==> src/design/dpld_pkg.sv <==
// Shared types and constants of the delta position list decoder.
package dpld_pkg;

    localparam int WORD_BITS    = 32;
    localparam int RES_BITS     = 2 * WORD_BITS;
    localparam int RCOUNT_BITS  = 7;
    localparam int WIDTH_BITS   = 5;
    localparam int MAX_RESULTS  = 32;
    localparam int NRES_BITS    = 6;
    localparam int CFG_IDX_BITS = 2;

    localparam logic [CFG_IDX_BITS-1:0] CFG_START_POSITION = 2'd0;
    localparam logic [CFG_IDX_BITS-1:0] CFG_VALUE_COUNT    = 2'd1;
    localparam logic [CFG_IDX_BITS-1:0] CFG_BLOCK_VALUE    = 2'd2;

    // What the decode loop would do next with the current state.
    typedef enum logic [2:0] {
        STEP_WIDTH,
        STEP_DONE,
        STEP_START,
        STEP_ESC,
        STEP_DELTA,
        STEP_RAW,
        STEP_STALL
    } step_kind_t;

    typedef struct packed {
        logic load;
        logic restart;
        logic exec;
        logic flush;
    } dp_cmd_t;

    typedef struct packed {
        step_kind_t kind;
        logic       n_full;
        logic       resid_full;
        logic       pend_valid;
        logic       out_free;
    } dp_status_t;

endpackage

==> src/design/delta_position_list_decoder_top.sv <==
// Delta position list decoder: stream words in, absolute positions out.
//
// Input channel (s_valid/s_ready): s_kind 0 carries the next 32 stream bits, MSB first;
// s_kind 1 restarts the block (accumulator loaded from start_position, no word out).
// Output channel (m_valid/m_ready): one word per decoded position with the block value,
// last_of_word on the final word caused by an input word and last_of_block on the
// value_count-th position. Config writes (cfg_we, cfg_index, cfg_data) land at once and
// must be made while the block is idle; the block itself does not enforce this.
// Flow: one input word at a time. A stream word is loaded, then decoded step by step (header
// width, escape field or position), then closed with the end test and the flush; a start
// item is taken without leaving the idle state. At most 32 positions come from one word;
// leftover bits wait for the next word.
// Each position is held one step in a pending register, then moves to the output
// register; a stalled receiver holds the decode loop only when both are full, and
// s_ready rises again while the last word still waits in the output register.
// Reset: synchronous active-low aresetn; config registers clear, decoding starts as
// after a start item, outputs empty.
module delta_position_list_decoder_top #(
    parameter int RAW_DELTA_BITS = 32
) (
    input  logic                                      aclk,
    input  logic                                      aresetn,
    input  logic                                      s_valid,
    output logic                                      s_ready,
    input  logic                                      s_kind,
    input  logic [dpld_pkg::WORD_BITS-1:0]            s_stream_word,
    output logic                                      m_valid,
    input  logic                                      m_ready,
    output logic [dpld_pkg::WORD_BITS-1:0]            m_position,
    output logic signed [dpld_pkg::WORD_BITS-1:0]     m_item_value,
    output logic                                      m_last_of_word,
    output logic                                      m_last_of_block,
    input  logic                                      cfg_we,
    input  logic [dpld_pkg::CFG_IDX_BITS-1:0]         cfg_index,
    input  logic [dpld_pkg::WORD_BITS-1:0]            cfg_data
);

    dpld_pkg::dp_cmd_t    cmd;
    dpld_pkg::dp_status_t status;

    dpld_ctrl u_ctrl (
        .aclk    (aclk),
        .aresetn (aresetn),
        .s_valid (s_valid),
        .s_ready (s_ready),
        .s_kind  (s_kind),
        .status  (status),
        .cmd     (cmd)
    );

    dpld_datapath #(
        .RAW_DELTA_BITS (RAW_DELTA_BITS)
    ) u_datapath (
        .aclk            (aclk),
        .aresetn         (aresetn),
        .cmd             (cmd),
        .status          (status),
        .word_in         (s_stream_word),
        .cfg_we          (cfg_we),
        .cfg_index       (cfg_index),
        .cfg_data        (cfg_data),
        .m_valid         (m_valid),
        .m_ready         (m_ready),
        .m_position      (m_position),
        .m_item_value    (m_item_value),
        .m_last_of_word  (m_last_of_word),
        .m_last_of_block (m_last_of_block)
    );

endmodule

==> src/design/dpld_datapath.sv <==
// Datapath: bit residue, decode state, config registers, pending and output words.
module dpld_datapath #(
    parameter int RAW_DELTA_BITS = 32
) (
    input  logic                                  aclk,
    input  logic                                  aresetn,
    input  dpld_pkg::dp_cmd_t                     cmd,
    output dpld_pkg::dp_status_t                  status,
    input  logic [dpld_pkg::WORD_BITS-1:0]        word_in,
    input  logic                                  cfg_we,
    input  logic [dpld_pkg::CFG_IDX_BITS-1:0]     cfg_index,
    input  logic [dpld_pkg::WORD_BITS-1:0]        cfg_data,
    output logic                                  m_valid,
    input  logic                                  m_ready,
    output logic [dpld_pkg::WORD_BITS-1:0]        m_position,
    output logic signed [dpld_pkg::WORD_BITS-1:0] m_item_value,
    output logic                                  m_last_of_word,
    output logic                                  m_last_of_block
);

    localparam logic [5:0] RAW_LEN   = 6'(RAW_DELTA_BITS);
    localparam logic [5:0] WIDTH_LEN = 6'(dpld_pkg::WIDTH_BITS);

    function automatic logic [dpld_pkg::WORD_BITS-1:0] low_mask(input logic [5:0] n);
        logic [dpld_pkg::WORD_BITS-1:0] m;
        if (n >= 6'(dpld_pkg::WORD_BITS)) begin
            m = '1;
        end else begin
            m = (32'd1 << n) - 32'd1;
        end
        return m;
    endfunction

    logic [dpld_pkg::WORD_BITS-1:0]        start_pos_reg;
    logic [dpld_pkg::WORD_BITS-1:0]        value_count_reg;
    logic signed [dpld_pkg::WORD_BITS-1:0] block_value_reg;

    logic [dpld_pkg::RES_BITS-1:0]    residue_reg;
    logic [dpld_pkg::RCOUNT_BITS-1:0] rcount_reg;
    logic [dpld_pkg::WIDTH_BITS-1:0]  dwidth_reg;
    logic                             wknown_reg;
    logic                             esc_reg;
    logic [dpld_pkg::WORD_BITS-1:0]   accum_reg;
    logic [dpld_pkg::WORD_BITS-1:0]   emitted_reg;
    logic [dpld_pkg::NRES_BITS-1:0]   nres_reg;

    logic                           pend_valid_reg;
    logic [dpld_pkg::WORD_BITS-1:0] pend_pos_reg;
    logic                           pend_lob_reg;

    logic                                  out_valid_reg;
    logic [dpld_pkg::WORD_BITS-1:0]        out_pos_reg;
    logic signed [dpld_pkg::WORD_BITS-1:0] out_val_reg;
    logic                                  out_low_reg;
    logic                                  out_lob_reg;

    logic [5:0]                       field_len;
    logic                             have_bits;
    logic [dpld_pkg::RCOUNT_BITS-1:0] shamt;
    logic [dpld_pkg::RES_BITS-1:0]    shifted;
    logic [dpld_pkg::WORD_BITS-1:0]   field;
    logic                             is_escape;
    logic [dpld_pkg::WORD_BITS-1:0]   sum;
    logic [dpld_pkg::WORD_BITS-1:0]   emitted_inc;
    logic [dpld_pkg::WORD_BITS-1:0]   emit_pos;
    dpld_pkg::step_kind_t             kind;
    logic                             emit;
    logic                             move;

    // Field under the read point: header width, raw delta or W-bit delta.
    always_comb begin
        if (!wknown_reg) begin
            field_len = WIDTH_LEN;
        end else if (esc_reg) begin
            field_len = RAW_LEN;
        end else begin
            field_len = {1'b0, dwidth_reg};
        end
    end

    assign have_bits   = rcount_reg >= {1'b0, field_len};
    assign shamt       = rcount_reg - {1'b0, field_len};
    assign shifted     = residue_reg >> shamt;
    assign field       = shifted[dpld_pkg::WORD_BITS-1:0] & low_mask(field_len);
    assign is_escape   = field == low_mask({1'b0, dwidth_reg});
    assign sum         = accum_reg + field;
    assign emitted_inc = emitted_reg + 32'd1;

    always_comb begin
        if (!wknown_reg) begin
            kind = have_bits ? dpld_pkg::STEP_WIDTH : dpld_pkg::STEP_STALL;
        end else if (emitted_reg >= value_count_reg) begin
            kind = dpld_pkg::STEP_DONE;
        end else if (emitted_reg == '0) begin
            kind = dpld_pkg::STEP_START;
        end else if (!have_bits) begin
            kind = dpld_pkg::STEP_STALL;
        end else if (esc_reg) begin
            kind = dpld_pkg::STEP_RAW;
        end else if (is_escape) begin
            kind = dpld_pkg::STEP_ESC;
        end else begin
            kind = dpld_pkg::STEP_DELTA;
        end
    end

    assign emit     = cmd.exec && (kind inside {dpld_pkg::STEP_START, dpld_pkg::STEP_DELTA,
                                                dpld_pkg::STEP_RAW});
    assign move     = pend_valid_reg && (emit || cmd.flush);
    assign emit_pos = (kind == dpld_pkg::STEP_START) ? start_pos_reg : sum;

    assign status.kind       = kind;
    assign status.n_full     = nres_reg == dpld_pkg::NRES_BITS'(dpld_pkg::MAX_RESULTS);
    assign status.resid_full = rcount_reg > dpld_pkg::RCOUNT_BITS'(dpld_pkg::WORD_BITS);
    assign status.pend_valid = pend_valid_reg;
    assign status.out_free   = !out_valid_reg || m_ready;

    // Config registers.
    always_ff @(posedge aclk) begin
        if (!aresetn) begin
            start_pos_reg   <= '0;
            value_count_reg <= '0;
            block_value_reg <= '0;
        end else if (cfg_we) begin
            case (cfg_index)
                dpld_pkg::CFG_START_POSITION: start_pos_reg   <= cfg_data;
                dpld_pkg::CFG_VALUE_COUNT:    value_count_reg <= cfg_data;
                dpld_pkg::CFG_BLOCK_VALUE:    block_value_reg <= signed'(cfg_data);
                default: ;
            endcase
        end
    end

    // Residue payload: append the new word below the unread bits.
    always_ff @(posedge aclk) begin
        if (cmd.load) begin
            residue_reg <= {residue_reg[dpld_pkg::WORD_BITS-1:0], word_in};
        end
    end

    // Decode state.
    always_ff @(posedge aclk) begin
        if (!aresetn) begin
            rcount_reg  <= '0;
            dwidth_reg  <= '0;
            wknown_reg  <= 1'b0;
            esc_reg     <= 1'b0;
            accum_reg   <= '0;
            emitted_reg <= '0;
            nres_reg    <= '0;
        end else if (cmd.restart) begin
            rcount_reg  <= '0;
            dwidth_reg  <= '0;
            wknown_reg  <= 1'b0;
            esc_reg     <= 1'b0;
            accum_reg   <= start_pos_reg;
            emitted_reg <= '0;
        end else if (cmd.load) begin
            rcount_reg <= rcount_reg + dpld_pkg::RCOUNT_BITS'(dpld_pkg::WORD_BITS);
            nres_reg   <= '0;
        end else if (cmd.exec) begin
            case (kind)
                dpld_pkg::STEP_WIDTH: begin
                    dwidth_reg <= field[dpld_pkg::WIDTH_BITS-1:0];
                    wknown_reg <= 1'b1;
                    rcount_reg <= shamt;
                end
                dpld_pkg::STEP_DONE: begin
                    // drop every remaining bit of a finished block
                    rcount_reg <= '0;
                end
                dpld_pkg::STEP_START: begin
                    accum_reg <= start_pos_reg;
                end
                dpld_pkg::STEP_ESC: begin
                    esc_reg    <= 1'b1;
                    rcount_reg <= shamt;
                end
                dpld_pkg::STEP_DELTA: begin
                    accum_reg  <= sum;
                    rcount_reg <= shamt;
                end
                dpld_pkg::STEP_RAW: begin
                    accum_reg  <= sum;
                    rcount_reg <= shamt;
                    esc_reg    <= 1'b0;
                end
                default: ;
            endcase
            if (emit) begin
                emitted_reg <= emitted_inc;
                nres_reg    <= nres_reg + 1'b1;
            end
        end
    end

    // Pending word: held back one step so the last word of an input can be marked.
    always_ff @(posedge aclk) begin
        if (!aresetn) begin
            pend_valid_reg <= 1'b0;
        end else if (emit) begin
            pend_valid_reg <= 1'b1;
        end else if (cmd.flush) begin
            pend_valid_reg <= 1'b0;
        end
    end

    always_ff @(posedge aclk) begin
        if (emit) begin
            pend_pos_reg <= emit_pos;
            pend_lob_reg <= emitted_inc == value_count_reg;
        end
    end

    // Output register.
    always_ff @(posedge aclk) begin
        if (!aresetn) begin
            out_valid_reg <= 1'b0;
        end else if (move) begin
            out_valid_reg <= 1'b1;
        end else if (m_ready) begin
            out_valid_reg <= 1'b0;
        end
    end

    always_ff @(posedge aclk) begin
        if (move) begin
            out_pos_reg <= pend_pos_reg;
            out_val_reg <= block_value_reg;
            out_low_reg <= cmd.flush;
            out_lob_reg <= pend_lob_reg;
        end
    end

    assign m_valid         = out_valid_reg;
    assign m_position      = out_pos_reg;
    assign m_item_value    = out_val_reg;
    assign m_last_of_word  = out_low_reg;
    assign m_last_of_block = out_lob_reg;

endmodule

==> src/design/dpld_ctrl.sv <==
// Controller: accepts input words and sequences decode steps and the final flush.
module dpld_ctrl (
    input  logic                 aclk,
    input  logic                 aresetn,
    input  logic                 s_valid,
    output logic                 s_ready,
    input  logic                 s_kind,
    input  dpld_pkg::dp_status_t status,
    output dpld_pkg::dp_cmd_t    cmd
);

    typedef enum logic [1:0] {
        ST_IDLE,
        ST_STEP,
        ST_FLUSH
    } state_t;

    state_t state_reg;
    state_t state_next;
    logic   ready_reg;
    logic   ready_next;

    always_comb begin
        state_next  = state_reg;
        ready_next  = ready_reg;
        cmd.load    = 1'b0;
        cmd.restart = 1'b0;
        cmd.exec    = 1'b0;
        cmd.flush   = 1'b0;
        case (state_reg)
            ST_IDLE: begin
                if (s_valid) begin
                    if (s_kind) begin
                        cmd.restart = 1'b1;
                    end else if (!status.resid_full) begin
                        cmd.load   = 1'b1;
                        state_next = ST_STEP;
                        ready_next = 1'b0;
                    end
                    // a word that finds the residue full is dropped
                end
            end
            ST_STEP: begin
                if (status.n_full || status.kind == dpld_pkg::STEP_STALL) begin
                    state_next = ST_FLUSH;
                end else if (status.kind == dpld_pkg::STEP_DONE) begin
                    cmd.exec   = 1'b1;
                    state_next = ST_FLUSH;
                end else if (status.kind inside {dpld_pkg::STEP_START, dpld_pkg::STEP_DELTA,
                                                 dpld_pkg::STEP_RAW}) begin
                    // hold while the pending word has nowhere to go
                    cmd.exec = !status.pend_valid || status.out_free;
                end else begin
                    cmd.exec = 1'b1;
                end
            end
            ST_FLUSH: begin
                if (!status.pend_valid || status.out_free) begin
                    cmd.flush  = status.pend_valid;
                    state_next = ST_IDLE;
                    ready_next = 1'b1;
                end
            end
            default: begin
                state_next = ST_IDLE;
                ready_next = 1'b1;
            end
        endcase
    end

    always_ff @(posedge aclk) begin
        if (!aresetn) begin
            state_reg <= ST_IDLE;
            ready_reg <= 1'b1;
        end else begin
            state_reg <= state_next;
            ready_reg <= ready_next;
        end
    end

    assign s_ready = ready_reg;

endmodule

==> config.mk <==
export PLATFORM = sky130hd
export DESIGN_NAME = delta_position_list_decoder_top
export DESIGN_NICKNAME = d
export VERILOG_FILES = /design/src/design/dpld_pkg.sv /design/src/design/delta_position_list_decoder_top.sv /design/src/design/dpld_datapath.sv /design/src/design/dpld_ctrl.sv
export SDC_FILE = /design/constraint.sdc
export NUM_CORES = 1
export LEC_CHECK = 0
export BUFFER_PORTS_ARGS = -buffer_cell sky130_fd_sc_hd__clkbuf_2
export CAP_MARGIN = 40
export CORE_MARGIN = 4
export CORE_UTILIZATION = 50
export DETAILED_ROUTE_END_ITERATION = 10
export PLACE_DENSITY = 0.68
export SETUP_SLACK_MARGIN = 0.15
export SYNTH_ARGS = -nofsm -noshare
export SYNTH_HDL_FRONTEND = slang
export SYNTH_HIERARCHICAL = 1
export SYNTH_SLANG_ARGS = --single-unit
export TNS_END_PERCENT = 50
==> constraint.sdc <==
create_clock -name aclk -period 19.8 [get_ports aclk]
set_input_delay 0.99 -clock aclk [delete_from_list [all_inputs] [get_ports aclk]]
set_output_delay 0.99 -clock aclk [all_outputs]
set_load 0.01 [all_outputs]
==> results.ini, run 1 <==
[run_status]
status=finished clean

[final_layout]
nets=2617
nFillCells=3961
largest_reg_flops=64
diodes=0
syn_to_final_growth_pct=11.0
drive_gt1_share_pct=14.1

[sta]
whs_ps=419
grt_setup_unrepaired=false
layout_min_cycle_time_ps=9420
tightest_slew_ps=992
final.setup_skew_ps=15.7
finalSetupTns_ps=0
slew_headroom_pct=33.2
hold_viol=0
finalCritPeriodShare_pct=47.6
slew_violations=0
max_clock_freq_mhz=106
setup_viol=0

[place]
hpwlAfterDp_um=51700
place_congestion=1.01
port_buffers=139

[cts]
postCtsSetupRepairBufs=0
clkTransAtPathRegs_ps=60
htreeDepth=2
cts_buffer_depth=3
cts_tree=built
ctsResizeCount=0
cts_root_buf=clkbuf_16
hold_buffers=0
cts_buffers=38
cts.sinks=348
clk_latency_ps=570

[setup_path]
cp-start-kind=flip-flop
worst_setup_path_end_kind=flip-flop
arrival_ps=9600
cp_common_cell=buf_4
worstPathMaxFanout=66
max_stage_delay_ps=770
r2r-start=u_datapath/wknown_reg
cp-startpoint=u_datapath/wknown_reg
crit_buf_inv=7
crit_required_ps=19980
cp_cell_sequence=clkinv_1 > nor2_1 > inv_1 > ha_1 > a2111oi_0 > a211oi_2 > buf_4 > nand2_1 > a21oi_1 > nor4_1 > xor2_1 > nand4_1 > or4_4 > or4_4 > a21oi_2 > inv_1 > nand3_1 > o311a_1 > and2_1 > a31o_2 > buf_4 > o21ai_0 > inv_2 > buf_4
criticalPathCategory=reg -> reg
crit_slowest_cell=nor4_1
cp_top_family=simple AND/OR/NAND/NOR gates

[min_path]
hold_start=u_datapath/pend_pos_reg[29]
hold_class=reg -> reg

[floorplan]
die_h_um=220
design.core.area_sq_um=44300
start_util_pct=50.7
core.rowCount=77
ioPinCount=140
dieArea_sq_um=48400
die_x_um=220

[logic_synthesis]
synth-edff-count=163
netlist_area_sq_um=22500
ys_types=98
ys_ff_latch=348
syn_inst=2400
avgSynthCellArea_sq_um=9.36
synth_top_cell_by_area=edfxtp_1
synth_common_cells=340 x nand2_1, 226 x mux2i_1, 185 x dfxtp_1
ys_seq_area_share_pct=38.3
ys_async_sr_fraction_pct=0
synth.most_common_cell=nand2_1
yosysWarnings=6
synth_top_area_share_pct=21.8
synth_ff_type=dfxtp_1
synth_area_leaders=edfxtp_1 22%, dfxtp_1 16%, mux2i_1 10%, nand2_1 5.7%, ha_1 4.2%
syn-num-nets=2550

[drt]
totalWireLength_um=69200
drt_iter0_markers=1726
via_per_inst=6.19
num_vias=19100
drt_first_pass_iters=5
drtAntennaViolNets=0
wire_per_inst_um=22.4
drc=0

[global_routing]
grtUsageTotal_pct=28.1
grt_pass1_wl_um=107000
grt-ovfl-total=0
grt_antenna_before_repair=0
grt_max_degree=101
first_global_vias=18200

[pwr]
ir_drop_v=0.0000653
power_density_nw_per_um2=67.9
p_leak_uw=0.00961

[run]
maxCapViolCount=0

[cell type report]
class	instances	area [sq um]	area share [%]
Multi-Input combinational cell	1815	12900	51.8
Clock buffer	56	1050	4.20
Sequential cell	348	8600	34.5
Timing Repair Buffer	183	1110	4.45
Tap cell	592	741	2.97
Clock inverter	13	223	0.893
Inverter	81	304	1.22
[placed cells by master, fill, tap and decap left out, types with 59 or more instances in the layout]
cell type	netlist	layout
nand2_1	340	340
mux2i_1	226	226
dfxtp_1	185	185
edfxtp_1	163	163
clkbuf_2	0	138
a21oi_1	123	122
a21boi_0	100	100
nor2_1	94	93
o21ai_0	93	93
inv_1	80	79
ha_1	76	75
xnor2_1	60	59
[metal layers]
metal  share of wire, %  global-route usage (%)  vias to the layer above
met5                  0                       0                        -
met2                 47                    45.8                      677
met1                 44                    39.1                     9321
met4                3.4                    9.40                        0
li1                   -                       -                     8994
met3                6.1                    3.27                      126
[path summary, 6_finish.rpt]
check	endpoint	slack [ps]	cells past startpoint
setup / recovery	u_datapath/m_item_value[9]	10380	24
setup reg to reg	u_datapath/m_item_value[9]	10380	24
hold reg to reg	u_datapath/m_position[29]	420	0
hold / removal	u_datapath/m_position[29]	420	0
[kinds of logic (layout without fill, tap and decap cells)]
logic type               count (synthesis)  count (layout)  synth area share (%)
multiplexers                           290             290                  14.4
XOR/XNOR                                99              99                  3.98
buffers and inverters                  237             333                  4.66
adder cells (fa/ha/maj)                 78              78                  4.41
AO/OA/AOI/OAI                          587             587                  17.6
AND/OR/NAND/NOR                        761             761                  16.6
flip-flops                             348             348                  38.3
[power breakdown]
part	switching, uW	leakage, uW	internal [uW]
Combinational	110	0.00597	66.1
Clock	303	0.000606	425
Sequential	16.4	0.00303	773
Total	429	0.00961	1260
[worst reg2reg max path: cells and delay by family (launching register included)]
| kind | cells | cell delay, ps |
|---|---|---|
| adders and majority gates | 1 | 420 |
| DFF | 1 | 750 |
| and+or+nand+nor | 8 | 3310 |
| buffers and inverters | 7 | 2470 |
| AOI/OAI and AO/OA | 7 | 1740 |
| xor gates and xnor gates | 1 | 200 |
[stage by stage]
stage | setup WS [ps] | util (%) | instances | power, uW | area (sq um)
after floorplan | 11070 | - | 2400 | 914 | 22500
after global placement | 10240 | 53.1 | 3010 | 972 | 23500
after detailed placement | 10520 | 53.4 | 3019 | 978 | 23700
after CTS | 10460 | 56.3 | 3088 | 1710 | 24900
after global routing | 9790 | 56.3 | 3088 | 1750 | 24900
final | 10380 | 56.3 | 3088 | 1690 | 24900
Power figures use the tool's default switching activity.
==> inputs of run 2 (changes only) <==
--- a/config.mk
+++ b/config.mk
@@ -10,7 +10,7 @@
 export CORE_MARGIN = 4
 export CORE_UTILIZATION = 50
 export DETAILED_ROUTE_END_ITERATION = 10
-export PLACE_DENSITY = 0.68
+export PLACE_DENSITY = 0.7
 export SETUP_SLACK_MARGIN = 0.15
 export SYNTH_ARGS = -nofsm -noshare
 export SYNTH_HDL_FRONTEND = slang
==> constraint.sdc (replaced) <==
create_clock -name aclk -period 8.6 [get_ports aclk]
set_input_delay 0.43 -clock aclk [delete_from_list [all_inputs] [get_ports aclk]]
set_output_delay 0.43 -clock aclk [all_outputs]
set_load 0.01 [all_outputs]
==> run 2 against run 1 <==
Total power is 130% higher. Clock power is 130% higher. Combinational power is 140% higher. Die area stayed put. Core utilization is 0.78 points higher. Critical path depth is 1 lower. Flip-flop and latch count stayed put. Sequential power is 130% higher. Setup slack worse by 9600 ps. Sequential share of layout area is 0.47 points lower. Largest power group unchanged. Highest routed layer unchanged.
==> results.ini, run 2 (synthesized netlist as in run 1, its figures left out) <==
[cts]
cts_buffers=39  ; +2.6%
htreeDepth=2  ; unchanged
clkTransAtPathRegs_ps=60  ; about the same
cts_root_buf=clkbuf_16
cts_tree=built
postCtsSetupRepairBufs=0  ; unchanged
cts_buffer_depth=3  ; unchanged
hold_buffers=0  ; unchanged
clk_latency_ps=560  ; about the same
ctsResizeCount=0  ; unchanged
cts.sinks=348  ; unchanged

[sta]
hold_viol=0  ; unchanged
layout_min_cycle_time_ps=7840  ; -1590 ps
finalCritPeriodShare_pct=91.1  ; +44 points
setup_viol=0  ; unchanged
tightest_slew_ps=879  ; -114 ps
finalSetupTns_ps=0  ; unchanged
final.setup_skew_ps=17.2  ; +1.57 ps
slew_violations=0  ; unchanged
grt_setup_unrepaired=false
max_clock_freq_mhz=128  ; +20%
slew_headroom_pct=41.3  ; +8.1 points

[place]
place_congestion=1.01  ; about the same
hpwlAfterDp_um=53100  ; +2.8%
port_buffers=139  ; unchanged

[final_layout]
fin_util_pct=57.1  ; +0.78 points
mostFrequentLayoutCell=nand2_1
syn_to_final_growth_pct=12.6
largest_reg_flops=64  ; unchanged
mostFrequentLayoutCells=340 x nand2_1, 226 x mux2i_1, 185 x dfxtp_1
nFillCells=3902  ; -1.5%
diodes=0  ; unchanged
nets=2660  ; +1.6%
drive_gt1_share_pct=15.8  ; +1.6 points

[drt]
wire_per_inst_um=22.5  ; +0.54%
drt_first_pass_iters=6  ; +1
num_vias=19500  ; +1.9%
drc=0  ; unchanged
drtAntennaViolNets=0  ; unchanged
via_per_inst=6.22  ; +0.46%
drt_iter0_markers=1897  ; +9.9%
totalWireLength_um=70600  ; +2.0%

[pwr]
share_seq_of_total_power_pct=46.6  ; about the same
p_switching_uw=984  ; +130%
p_int_uw=2920  ; +130%
p_comb_share_pct=10.8  ; +0.4 points
finalPower_uw=3900  ; +130%
power_density_nw_per_um2=154  ; +130%
power_switching_share_pct=25.2  ; -0.12 points
p_leak_uw=0.00982  ; +2.2%
pwr-share-clk_pct=42.6  ; -0.4 points
ir_drop_v=0.000146  ; +120%

[floorplan]
ioPinCount=140  ; unchanged
die_h_um=220  ; unchanged
start_util_pct=50.7  ; unchanged
core.rowCount=77  ; unchanged
die_x_um=220  ; unchanged
design.core.area_sq_um=44300  ; unchanged
dieArea_sq_um=48400  ; unchanged

[global_routing]
grt_antenna_before_repair=0  ; unchanged
grt_max_degree=93  ; -7.9%
grtUsageTotal_pct=28.7  ; +0.53 points
first_global_vias=18500  ; +1.6%
grt_pass1_wl_um=108000  ; +1.6%
grt-ovfl-total=0  ; unchanged

[setup_path]
criticalPathCategory=reg -> reg
worst_setup_path_end_kind=flip-flop
crit_required_ps=9000  ; -10,980 ps
worstPathMaxFanout=62  ; -6.1%
cp-start-kind=flip-flop
arrival_ps=8240  ; -1360 ps

[run]
maxCapViolCount=0  ; unchanged

[run_status]
status=finished clean

[min_path]
hold_class=in -> reg

run 2: cell count changes in the layout (fill, tap and decap cells not counted), moves of 2 or more:
cell        before  now
buf_4           37   78
clkbuf_1        15    7
clkbuf_16       38   40
buf_12           0    5
clkinv_1         1    5
clkinvlp_4       2    5
clkinv_2         2    7
buf_16           4    2
run 2: worst paths after layout:
path	end	depth (start not counted)	slack (ps)	from
worst max-delay path	u_datapath/accum_reg[29]	23	760	u_datapath/wknown_reg
worst min-delay path	u_datapath/residue_reg[28]	1	40	s_stream_word[28]
worst max register to register	u_datapath/accum_reg[29]	23	760	u_datapath/wknown_reg
worst min register to register	u_datapath/m_position[28]	0	420	u_datapath/pend_pos_reg[28]
run 2: power groups by stage:
stage	Clock, uW	Combinational (uW)	Sequential, uW
floorplan	0	267	1840
global placement	0	401	1850
detailed placement	0	411	1850
CTS	1700	414	1820
global route	1770	453	1820
finish	1660	419	1820
run 2: layout make-up:
type	count	area [sq um]	share of cell area [%]
clock buffers	50	1070	4.23
well taps	592	741	2.93
repair buffers	225	1440	5.70
flip-flops and latches	348	8600	34.0
multi-input cells	1815	12900	51.1
inverters	81	308	1.22
clock inverters	22	215	0.851
run 2: critical path, stage by stage (launching register included):
cell and delay, ps:
dfxtp_1 700, nor2b_1 330, nand2_1 100, ha_1 590
o21ai_0 240, a2111oi_0 680, a211o_1 650, mux2_2 430
or3_1 350, a32oi_1 220, nand4_1 130, or4_4 580
or4_4 590, a21oi_2 170, inv_1 70, nand3_1 60
o311a_1 260, nand2_1 170, a211o_1 340, a21o_1 190
buf_12 170, nand2_1 90, buf_4 340, a31oi_1 170
run 2: per-stage QoR:
stage                     hold WS, ps  std cells  setup slack, ps  area, sq um
after floorplan                   400       2400              214        22500
after global placement            401       3056             1000        23900
after detailed placement          406       3061              861        24000
after CTS                        12.5       3133              807        25300
after global routing             23.1       3133              265        25300
final                            42.7       3133              764        25300
run 2: per-layer routing:
metal	track usage, %	up-vias	part of all wire (%)
met5	0	-	0
met4	10.2	0	3.9
met3	4.83	164	7.0
met2	46.3	758	46
met1	38.9	9485	43
li1	-	9079	-
